## src/rtl/eeg_pkg.sv

```systemverilog
package eeg_pkg;

    localparam int OPERAND_BITS   = 63;
    localparam int COEFF_BITS     = 64;
    localparam int CNT_BITS       = $clog2(OPERAND_BITS);
    localparam int IN_TDATA_BITS  = ((2 * OPERAND_BITS + 7) / 8) * 8;
    localparam int OUT_FIELD_BITS = OPERAND_BITS + 2 * COEFF_BITS;
    localparam int OUT_TDATA_BITS = ((OUT_FIELD_BITS + 7) / 8) * 8;
    localparam int OUT_TUSER_BITS = 2;

    typedef enum logic [2:0] {
        ST_IDLE,
        ST_CHECK,
        ST_ALIGN,
        ST_DIVIDE,
        ST_UPDATE
    } t_state;

    // controller -> datapath
    typedef struct packed {
        logic load;        // take a new operand pair
        logic init;        // set up one division rp / rc
        logic align_step;  // shift divisor left by one
        logic div_step;    // one quotient bit
        logic update;      // rotate remainder and coefficients
        logic capture;     // move finished result to output register
    } t_cmd;

    // datapath -> controller
    typedef struct packed {
        logic rc_zero;
        logic align_more;
        logic cnt_zero;
        logic out_valid;
    } t_status;

endpackage

```

## src/rtl/eeg_datapath.sv

```systemverilog
module eeg_datapath (
    input  logic                                      i_clk,
    input  logic                                      i_rst_n,
    input  eeg_pkg::t_cmd                             i_cmd,
    output eeg_pkg::t_status                          o_status,
    input  logic [eeg_pkg::OPERAND_BITS-1:0]          i_a,
    input  logic [eeg_pkg::OPERAND_BITS-1:0]          i_b,
    input  logic                                      i_out_ready,
    output logic                                      o_out_valid,
    output logic [eeg_pkg::OPERAND_BITS-1:0]          o_gcd,
    output logic signed [eeg_pkg::COEFF_BITS-1:0]     o_coeff_u,
    output logic signed [eeg_pkg::COEFF_BITS-1:0]     o_coeff_v,
    output logic                                      o_coprime,
    output logic                                      o_zero_divisor
);

    localparam int OB = eeg_pkg::OPERAND_BITS;
    localparam int CB = eeg_pkg::COEFF_BITS;

    // Euclid state: remainders and Bezout coefficients (mod 2^CB)
    logic [OB-1:0] r_rp, r_rc;
    logic [CB-1:0] r_sp, r_sc, r_tp, r_tc;
    // shift-subtract divider
    logic [OB-1:0] r_rem, r_div;
    logic [CB-1:0] r_qs, r_qt;   // q*sc and q*tc, built MSB first
    logic [eeg_pkg::CNT_BITS-1:0] r_cnt;
    logic          r_zd;
    // output register
    logic          r_out_valid;
    logic [OB-1:0] r_out_gcd;
    logic [CB-1:0] r_out_u, r_out_v;
    logic          r_out_coprime, r_out_zd;

    logic [OB:0]   n_div_dbl;
    logic          n_qbit;
    logic [OB-1:0] n_rem;
    logic [CB-1:0] n_qs, n_qt;

    always_comb begin
        n_div_dbl = {r_div, 1'b0};
        n_qbit    = (r_div <= r_rem);
        n_rem     = n_qbit ? (r_rem - r_div) : r_rem;
        n_qs      = {r_qs[CB-2:0], 1'b0} + (n_qbit ? r_sc : '0);
        n_qt      = {r_qt[CB-2:0], 1'b0} + (n_qbit ? r_tc : '0);
    end

    always_comb begin
        o_status.rc_zero    = (r_rc == '0);
        o_status.align_more = (n_div_dbl <= {1'b0, r_rem});
        o_status.cnt_zero   = (r_cnt == '0);
        o_status.out_valid  = r_out_valid;
    end

    always_ff @(posedge i_clk) begin
        if (i_cmd.load) begin
            r_rp <= i_a;
            r_rc <= i_b;
            r_sp <= CB'(1);
            r_sc <= '0;
            r_tp <= '0;
            r_tc <= CB'(1);
            r_zd <= (i_b == '0);
        end else if (i_cmd.update) begin
            r_rp <= r_rc;
            r_rc <= r_rem;
            r_sp <= r_sc;
            r_sc <= r_sp - r_qs;
            r_tp <= r_tc;
            r_tc <= r_tp - r_qt;
        end
    end

    always_ff @(posedge i_clk) begin
        if (i_cmd.init) begin
            r_rem <= r_rp;
            r_div <= r_rc;
            r_qs  <= '0;
            r_qt  <= '0;
            r_cnt <= '0;
        end else if (i_cmd.align_step) begin
            r_div <= n_div_dbl[OB-1:0];
            r_cnt <= r_cnt + eeg_pkg::CNT_BITS'(1);
        end else if (i_cmd.div_step) begin
            r_rem <= n_rem;
            r_div <= r_div >> 1;
            r_qs  <= n_qs;
            r_qt  <= n_qt;
            r_cnt <= r_cnt - eeg_pkg::CNT_BITS'(1);
        end
    end

    always_ff @(posedge i_clk) begin
        if (!i_rst_n) begin
            r_out_valid <= 1'b0;
        end else if (i_cmd.capture) begin
            r_out_valid <= 1'b1;
        end else if (i_out_ready) begin
            r_out_valid <= 1'b0;
        end
    end

    always_ff @(posedge i_clk) begin
        if (i_cmd.capture) begin
            r_out_gcd     <= r_rp;
            r_out_u       <= r_sp;
            r_out_v       <= r_tp;
            r_out_coprime <= (r_rp == OB'(1));
            r_out_zd      <= r_zd;
        end
    end

    assign o_out_valid    = r_out_valid;
    assign o_gcd          = r_out_gcd;
    assign o_coeff_u      = r_out_u;
    assign o_coeff_v      = r_out_v;
    assign o_coprime      = r_out_coprime;
    assign o_zero_divisor = r_out_zd;

    // aligned divisor: partial remainder stays below twice the divisor
    a_div_range: assert property (@(posedge i_clk) disable iff (!i_rst_n)
        i_cmd.div_step |-> ({1'b0, r_rem} < n_div_dbl))
        else $error("partial remainder out of range");

    // new remainder is smaller than the divisor
    a_rem_shrinks: assert property (@(posedge i_clk) disable iff (!i_rst_n)
        i_cmd.update |-> (r_rem < r_rc))
        else $error("remainder not below divisor");

    // a pending result is never overwritten
    a_no_overwrite: assert property (@(posedge i_clk) disable iff (!i_rst_n)
        i_cmd.capture |-> (!r_out_valid || i_out_ready))
        else $error("result overwritten");

endmodule

```

## src/rtl/eeg_ctrl.sv

```systemverilog
module eeg_ctrl (
    input  logic             i_clk,
    input  logic             i_rst_n,
    input  logic             i_in_valid,
    output logic             o_in_ready,
    input  logic             i_out_ready,
    input  eeg_pkg::t_status i_status,
    output eeg_pkg::t_cmd    o_cmd
);

    eeg_pkg::t_state r_state, n_state;
    logic            n_out_free;

    assign n_out_free = !i_status.out_valid || i_out_ready;

    always_ff @(posedge i_clk) begin
        if (!i_rst_n) begin
            r_state <= eeg_pkg::ST_IDLE;
        end else begin
            r_state <= n_state;
        end
    end

    always_comb begin
        n_state = r_state;
        unique case (r_state)
            eeg_pkg::ST_IDLE: begin
                if (i_in_valid) n_state = eeg_pkg::ST_CHECK;
            end
            eeg_pkg::ST_CHECK: begin
                if (!i_status.rc_zero)  n_state = eeg_pkg::ST_ALIGN;
                else if (n_out_free)    n_state = eeg_pkg::ST_IDLE;
            end
            eeg_pkg::ST_ALIGN: begin
                if (!i_status.align_more) n_state = eeg_pkg::ST_DIVIDE;
            end
            eeg_pkg::ST_DIVIDE: begin
                if (i_status.cnt_zero) n_state = eeg_pkg::ST_UPDATE;
            end
            eeg_pkg::ST_UPDATE: begin
                n_state = eeg_pkg::ST_CHECK;
            end
            default: n_state = eeg_pkg::ST_IDLE;
        endcase
    end

    always_comb begin
        o_in_ready = 1'b0;
        o_cmd      = '0;
        unique case (r_state)
            eeg_pkg::ST_IDLE: begin
                o_in_ready = 1'b1;
                o_cmd.load = i_in_valid;
            end
            eeg_pkg::ST_CHECK: begin
                o_cmd.init    = !i_status.rc_zero;
                o_cmd.capture = i_status.rc_zero && n_out_free;
            end
            eeg_pkg::ST_ALIGN: begin
                o_cmd.align_step = i_status.align_more;
            end
            eeg_pkg::ST_DIVIDE: begin
                o_cmd.div_step = 1'b1;
            end
            eeg_pkg::ST_UPDATE: begin
                o_cmd.update = 1'b1;
            end
            default: begin
                o_in_ready = 1'b0;
            end
        endcase
    end

    a_accept_to_check: assert property (@(posedge i_clk) disable iff (!i_rst_n)
        (i_in_valid && o_in_ready) |=> (r_state == eeg_pkg::ST_CHECK))
        else $error("accepted transfer did not start a run");

    a_last_bit: assert property (@(posedge i_clk) disable iff (!i_rst_n)
        (r_state == eeg_pkg::ST_DIVIDE && i_status.cnt_zero)
            |=> (r_state == eeg_pkg::ST_UPDATE))
        else $error("division did not end after last quotient bit");

    a_capture_idle: assert property (@(posedge i_clk) disable iff (!i_rst_n)
        o_cmd.capture |=> (r_state == eeg_pkg::ST_IDLE && i_status.out_valid))
        else $error("capture did not post result");

endmodule

```

## src/rtl/extended_euclid_gcd.sv

```systemverilog
// Extended Euclid: gcd of two unsigned operands plus Bezout coefficients u, v
// with u*a + v*b = gcd (two's complement, exact).
//
// Input stream (s_axis): tdata = {pad, b, a}, a in the lowest bits. One
// transfer starts one run; tready is high only while no run is in progress.
// Output stream (m_axis): one transfer per input. tdata = {pad, v, u, gcd},
// tuser = {zero_divisor, coprime}. b == 0 gives gcd = a, u = 1, v = 0 with
// zero_divisor set.
//
// Each Euclid step is a shift-subtract divide: the divisor is first shifted up
// to the dividend (the last align step only compares), then k+1 quotient bits
// follow, one per cycle, with q*u and q*v built by shift-add alongside; the
// check and update states frame the step. The shifts k telescope to at most 63
// over a run. One item at a time.
//
// The result sits in an output register; once it is captured the block takes
// the next input while that result still waits. A stalled receiver holds the
// block only at the end of the following run. Synchronous reset clears the
// controller and the output valid flag.
module extended_euclid_gcd (
    input  logic                                 i_clk,
    input  logic                                 i_rst_n,
    input  logic                                 i_s_axis_tvalid,
    output logic                                 o_s_axis_tready,
    input  logic [eeg_pkg::IN_TDATA_BITS-1:0]    i_s_axis_tdata,  // a, b
    output logic                                 o_m_axis_tvalid,
    input  logic                                 i_m_axis_tready,
    output logic [eeg_pkg::OUT_TDATA_BITS-1:0]   o_m_axis_tdata,  // gcd, coeff_u, coeff_v
    output logic [eeg_pkg::OUT_TUSER_BITS-1:0]   o_m_axis_tuser   // coprime, zero_divisor
);

    localparam int OB = eeg_pkg::OPERAND_BITS;
    localparam int CB = eeg_pkg::COEFF_BITS;

    eeg_pkg::t_cmd    cmd;
    eeg_pkg::t_status status;

    logic [OB-1:0]        gcd;
    logic signed [CB-1:0] coeff_u, coeff_v;
    logic                 coprime, zero_divisor;

    eeg_ctrl u_ctrl (
        .i_clk       (i_clk),
        .i_rst_n     (i_rst_n),
        .i_in_valid  (i_s_axis_tvalid),
        .o_in_ready  (o_s_axis_tready),
        .i_out_ready (i_m_axis_tready),
        .i_status    (status),
        .o_cmd       (cmd)
    );

    eeg_datapath u_datapath (
        .i_clk          (i_clk),
        .i_rst_n        (i_rst_n),
        .i_cmd          (cmd),
        .o_status       (status),
        .i_a            (i_s_axis_tdata[OB-1:0]),
        .i_b            (i_s_axis_tdata[2*OB-1:OB]),
        .i_out_ready    (i_m_axis_tready),
        .o_out_valid    (o_m_axis_tvalid),
        .o_gcd          (gcd),
        .o_coeff_u      (coeff_u),
        .o_coeff_v      (coeff_v),
        .o_coprime      (coprime),
        .o_zero_divisor (zero_divisor)
    );

    assign o_m_axis_tdata = eeg_pkg::OUT_TDATA_BITS'({coeff_v, coeff_u, gcd});
    assign o_m_axis_tuser = {zero_divisor, coprime};

endmodule
```

## config.mk

```make
export PLATFORM = sky130hd
export DESIGN_NAME = extended_euclid_gcd
export DESIGN_NICKNAME = d
export VERILOG_FILES = /design/src/rtl/eeg_pkg.sv /design/src/rtl/eeg_datapath.sv /design/src/rtl/eeg_ctrl.sv /design/src/rtl/extended_euclid_gcd.sv
export SDC_FILE = /design/constraint.sdc
export NUM_CORES = 2
export LEC_CHECK = 0
export BUFFER_PORTS_ARGS = -buffer_cell sky130_fd_sc_hd__clkbuf_2
export CORE_MARGIN = 2
export CORE_UTILIZATION = 30
export DETAILED_ROUTE_END_ITERATION = 10
export PLACE_DENSITY = 0.46
export SLEW_MARGIN = 10
export SYNTH_ARGS = -nofsm -noshare
export SYNTH_HDL_FRONTEND = slang
export SYNTH_SLANG_ARGS = --single-unit
```

## constraint.sdc

```tcl
create_clock -name i_clk -period 17.56 [get_ports i_clk]
set_clock_uncertainty 0.15 [all_clocks]
set_input_delay 3.512 -clock i_clk [delete_from_list [all_inputs] [get_ports i_clk]]
set_output_delay 3.512 -clock i_clk [all_outputs]
set_load 0.03 [all_outputs]
```

Yosys cells after proc, flatten, opt, wreduce, memory -nomap -nowiden:

Cells that the tools add are included.

* bits in registers: 840
* bits of input ports: 132
* output and inout port bits: 196

* $add $sub $neg: 7
* $lt $le $gt $ge: 2
* equality and inequality tests: 10
* muxes and demuxes: 30
* bitwise gates (word level): 1
* reduce and logical (&&, ||, !) cells: 17

Operator list (count)
* 2-to-1 mux 63 bit: 11
* adder 64 bit: 2
* 2-to-1 mux 64 bit: 2
* subtractor 64 bit: 2
* logical NOT 63 bit: 2
* <= comparator 64 x 63 -> 1 bit: 1
* == test 63 x 1 -> 1 bit, second input constant: 1
* <= comparator 63 bit: 1
* subtractor 63 bit: 1
* 2-to-1 mux 3 bit: 5
* one-hot mux 3 bit (5 select lines): 1
* 2-to-1 mux 6 bit: 2
* nonzero test 2 bit: 5
* 2-to-1 mux 1 bit: 9
* adder 6 x 1 -> 6 bit, second input constant: 1
* == test 3 x 2 -> 1 bit, second input constant: 2
* logical NOT 6 bit: 1
* != test 2 bit, second input constant: 3
* subtractor 6 x 1 -> 6 bit, second input constant: 1
* AND reduction 4 bit: 1
* == test 3 x 1 -> 1 bit, second input constant: 1
* == test 3 bit, second input constant: 1
* logical NOT 3 bit: 1
* != test 3 bit, second input constant: 1
* other kinds (8): 9

Longest topological paths before layout:

* depth after elaboration: 5
* gate-level depth with buffers: 25
* depth with buffers taken out: 22

Modules after synthesis:

From an unflattened synthesis, not the netlist that was laid out.

* cell total of the unflattened synthesis: 5709
* area, all modules: 51907.3 um2

By module, submodules not included
* eeg_datapath: instances 1, cells an instance 5672, area each 51600.7 um2, sequential area each 21220.4 um2
* eeg_ctrl: instances 1, cells an instance 33, area each 280.3 um2, sequential area each 60.1 um2
* extended_euclid_gcd: instances 1, cells an instance 4, area each 26.3 um2, sequential area each 0.0 um2

Worst setup path after synthesis:

No wires, ideal clock.

* path kind: input port to flip-flop
* from: input i_m_axis_tready
* to: register u_datapath.r_out_u[0] (netlist: u_datapath.o_coeff_u[0]), enable pin
* arrival time: 8.104 ns
* required time: 16.832 ns
* path slack: 8.729 ns
* cell stages on the path: 2
* cell sequence: nand2b_1 -> and3_1

RTL lines
* start: declaration: line extended_euclid_gcd.sv:27 `input logic i_m_axis_tready,`
* end signal: assignment: line eeg_datapath.sv:105 `r_out_u <= r_sp;`
* end: declaration: line eeg_datapath.sv:31 `logic [CB-1:0] r_out_u, r_out_v;`

Final worst setup path:

* from: register u_datapath.r_div[10]
* to: register u_datapath.r_qt[61]

* word-level cells in the longest chain between the ends: 4
* elaborated cells between the ends (all ways): 7
* classes of those cells: add/sub: 1; order compare: 2; mux: 2; bitwise: 1; reduce/logical: 1

RTL lines
* start: declaration: line eeg_datapath.sv:24 `logic [OB-1:0] r_rem, r_div;`
* start signal: assignment: line eeg_datapath.sv:76 `r_div <= r_rc;`
* start signal: assignment: line eeg_datapath.sv:81 `r_div <= n_div_dbl[OB-1:0];`
* start signal: assignment: line eeg_datapath.sv:85 `r_div <= r_div >> 1;`
* parallel branches: the longest is 4 deep, another holds adder 64 bit
* end signal: assignment: line eeg_datapath.sv:87 `r_qt <= n_qt;`
* end: declaration: line eeg_datapath.sv:25 `logic [CB-1:0] r_qs, r_qt;`

Several ways; the timed one is not identified.
A chain may end at the register's enable or synchronous reset.

==> flow_summary.ini <==
[critical_path]
cp_max_fo = 64
cp-end-kind = flop
worstSetupPathType = reg2reg
r2r_slack_ns = 8.78
crit_required_ns = 18.02
crit_start = u_datapath.r_div[10]
reg2reg_depth = 24
rr_startpoint = u_datapath.r_div[10]
crit_end = u_datapath.r_qt[61]
timing.rr.end = u_datapath.r_qt[61]
start_kind = flop
cp.arrival_ns = 9.24

[die]
ios = 328
num_rows = 152
dieWidth_um = 420.5
dieHeight_um = 420.5
core-area_um2 = 171900
die_area_um2 = 176900
initial_core_util = 0.3028

[routing]
drtPass1Iterations = 5
drcViolationCount = 0
wire_per_inst_um = 20.09
vias = 44520
drt_iter0_drc = 3037
route.final.wire_length_mm = 174.0
viasPerCell = 5.138
drtAntennaViolNets = 0

[synthesis]
synth_common_cells = nand2_1 (1170), a21oi_1 (690), edfxtp_1 (446)
synth.area.top_cells = edfxtp_1 (26%), dfxtp_1 (15%), ha_1 (9.1%), nand2_1 (8.4%), a21oi_1 (6.6%)
syn_area_um2 = 52050
yosys_register_bits = 840
synth-async-reset-ratio = 0
synth-edff-count = 446
synth_warnings = 0
synth_cells = 6102
synthesis.nets = 6619
synth_top_area_cell = edfxtp_1
syn_area_per_cell_um2 = 8.530
synth.distinct_cells = 101
yosysMostFrequentCell = nand2_1
synth-main-ff-cell = edfxtp_1
ys_seq_area_frac = 0.4088
synth_top_area_share = 0.2573

[power]
p_sw_frac = 0.4433
power_frac_comb = 0.499
power_frac_seq = 0.294
p_leak_nw = 24.46
switching_power_w = 0.004793
cellPowerDensity_nw_per_um2 = 182.4
ir_drop_v = 0.0001087
p_total_w = 0.01081
p_clk_frac = 0.207
p_int_w = 0.006020

[global_routing]
grt_max_degree = 197
antenna_found_initial = 4
grt_pass1_wl_mm = 263.5
grtUsageTotal = 0.1921
first_global_vias = 43460
grt_overflow = 0

[timing]
grt_setup_unrepaired = no
slew_viol_final = 0
max-slew-margin-rel = 0.1867
hold_violations = 0
fin_crit_sh = 0.4999
setup_tns_ns = 0
whs_ns = 0.2567
fmax_mhz = 113.9
setup_viol = 0
worst_slew_pin_slew_ns = 1.209
min_period_ns = 8.779

[cts]
cts_tree = done
cts_setup_buffers = 0
clockRootBuffer = clkbuf_16
clk_latency_ns = 0.77
numCtsBuffers = 103
path_clk_slew_ns = 0.06
postCtsHoldBufs = 0
h-tree-depth = 3
cts_resized = 0
cts.sink_count = 840
ctsLongestPathBuffers = 3

[layout]
final_util = 0.3448
final_nets = 6780
drive_gt1_frac = 0.09555
fillers = 18120
area_delta_synth_final_pct = 13.87

[run_status]
status = complete, no violations

[placement]
numPortBuffers = 324
place_hpwl_mm = 129.7
globalplace.congestion = 0.8898

[min_path]
hp-class = reg2reg

[run]
cap_viol_max_count = 0
-- flip-flops by register name, summed over array words and instances (netlist names) --
name / flops
u_ctrl.r_state: 3
u_datapath.o_coeff_u: 64
u_datapath.o_coeff_v: 64
u_datapath.o_coprime: 1
u_datapath.o_gcd: 63
u_datapath.o_out_valid: 1
u_datapath.o_zero_divisor: 1
u_datapath.r_cnt: 6
u_datapath.r_div: 63
u_datapath.r_qs: 64
u_datapath.r_qt: 64
u_datapath.r_rc: 63
u_datapath.r_rem: 63
u_datapath.r_rp: 63
u_datapath.r_sc: 64
u_datapath.r_sp: 64
u_datapath.r_tc: 64
u_datapath.r_tp: 64
u_datapath.r_zd: 1
-- worst min-delay path by stage --
| stage | start | endpoint | depth (start not counted) | slack (ns) |
|---|---|---|---|---|
| 2_1_floorplan | u_datapath.r_zd | u_datapath.o_zero_divisor | 0 | 0.25 |
| 3_3_place_gp | u_datapath.r_zd | u_datapath.o_zero_divisor | 0 | 0.26 |
| 3_5_place_dp | u_datapath.r_zd | u_datapath.o_zero_divisor | 0 | 0.26 |
| 4_1_cts | u_datapath.r_sp[0] | u_datapath.o_coeff_u[0] | 0 | 0.26 |
| 5_1_grt | u_datapath.r_sp[0] | u_datapath.o_coeff_u[0] | 0 | 0.26 |
| 6_report | u_datapath.r_sp[0] | u_datapath.o_coeff_u[0] | 0 | 0.26 |
-- cell families after synthesis --
| family | after synthesis | synth area share |
|---|---|---|
| buf+inv | 653 | 0.04815 |
| fa+ha+maj | 385 | 0.09341 |
| flops | 840 | 0.4088 |
| simple gates | 2149 | 0.1869 |
| mux | 70 | 0.01348 |
| compound gates | 1741 | 0.2049 |
| other cells | 1 | 0.00007204 |
| xor+xnor | 263 | 0.04425 |
-- cells in the final DEF (no fill, tap or decap), types with 43 or more instances in the layout --
cell type / instances
clkbuf_16: 103
nand2_1: 1166
nand3_1: 87
o21ai_1: 65
dfxtp_1: 394
nor4_1: 66
a21o_1: 197
nor3_1: 83
nor2_1: 280
edfxtp_1: 446
mux2i_1: 69
nand4_1: 106
o21a_1: 43
a21oi_1: 690
clkbuf_2: 324
o21ai_0: 350
xor2_1: 94
inv_1: 346
nor2b_1: 171
o21bai_1: 60
a211oi_1: 52
ha_1: 379
xnor2_1: 169
-- worst max-delay path: stages, from the launching register on --
cell	delay [ns]
edfxtp_1	0.42
inv_1	0.07
ha_1	0.38
a21o_1	0.21
a31o_2	0.22
a2111oi_0	0.46
a21boi_1	0.27
o21a_1	0.34
o21ai_1	0.38
o31a_2	0.71
buf_4	0.52
buf_4	0.70
nor2b_1	0.11
ha_1	0.27
fa_1	0.47
a211oi_1	0.41
o21ai_1	0.23
a31oi_1	0.40
nor3_1	0.19
o311ai_1	0.39
o211ai_1	0.31
a21oi_1	0.45
o21ai_0	0.24
o21ai_0	0.20
o211ai_1	0.11
-- layer usage --
metal	vias to the layer above	share of wire	routed length [um]	GRT usage
met2	879	0.46	80910	0.3186
met5	-	0.000075	13	0
met1	21380	0.46	80530	0.2574
met4	2	0.032	5564	0.06336
met3	215	0.040	7014	0.02418
li1	22050	-	-	-
-- per-stage QoR --
| stage | std cells | worst slack (ns) | instance area [um^2] |
|---|---|---|---|
| after floorplan | 6102 | 8.729 | 52050 |
| after global placement | 8468 | 8.878 | 55750 |
| after detailed placement | 8468 | 8.829 | 55750 |
| after CTS | 8663 | 8.774 | 59270 |
| after global routing | 8664 | 8.174 | 59270 |
| final | 8665 | 8.781 | 59270 |
-- power groups by stage --
stage / Combinational (W) / Clock, W / Sequential [W]
after floorplan: 0.00397 / 0 / 0.00301
after global placement: 0.00536 / 0 / 0.00320
after detailed placement: 0.00538 / 0 / 0.00321
after CTS: 0.00542 / 0.00232 / 0.00317
after global routing: 0.00600 / 0.00239 / 0.00322
final: 0.00540 / 0.00224 / 0.00317
-- area by class of cell --
cell class / count / area, um^2 / share of cell area
antenna: 2 / 5.005 / 0.00008444
timing repair buffer: 360 / 1904 / 0.03213
sequential: 840 / 21280 / 0.3590
multi-input combinational: 4609 / 28350 / 0.4783
tap: 2310 / 2890 / 0.04876
clock inverter: 66 / 775.7 / 0.01309
inverter: 349 / 1323 / 0.02231
clock buffer: 129 / 2745 / 0.04631
Note: power is estimated with default switching activity, not from simulation.
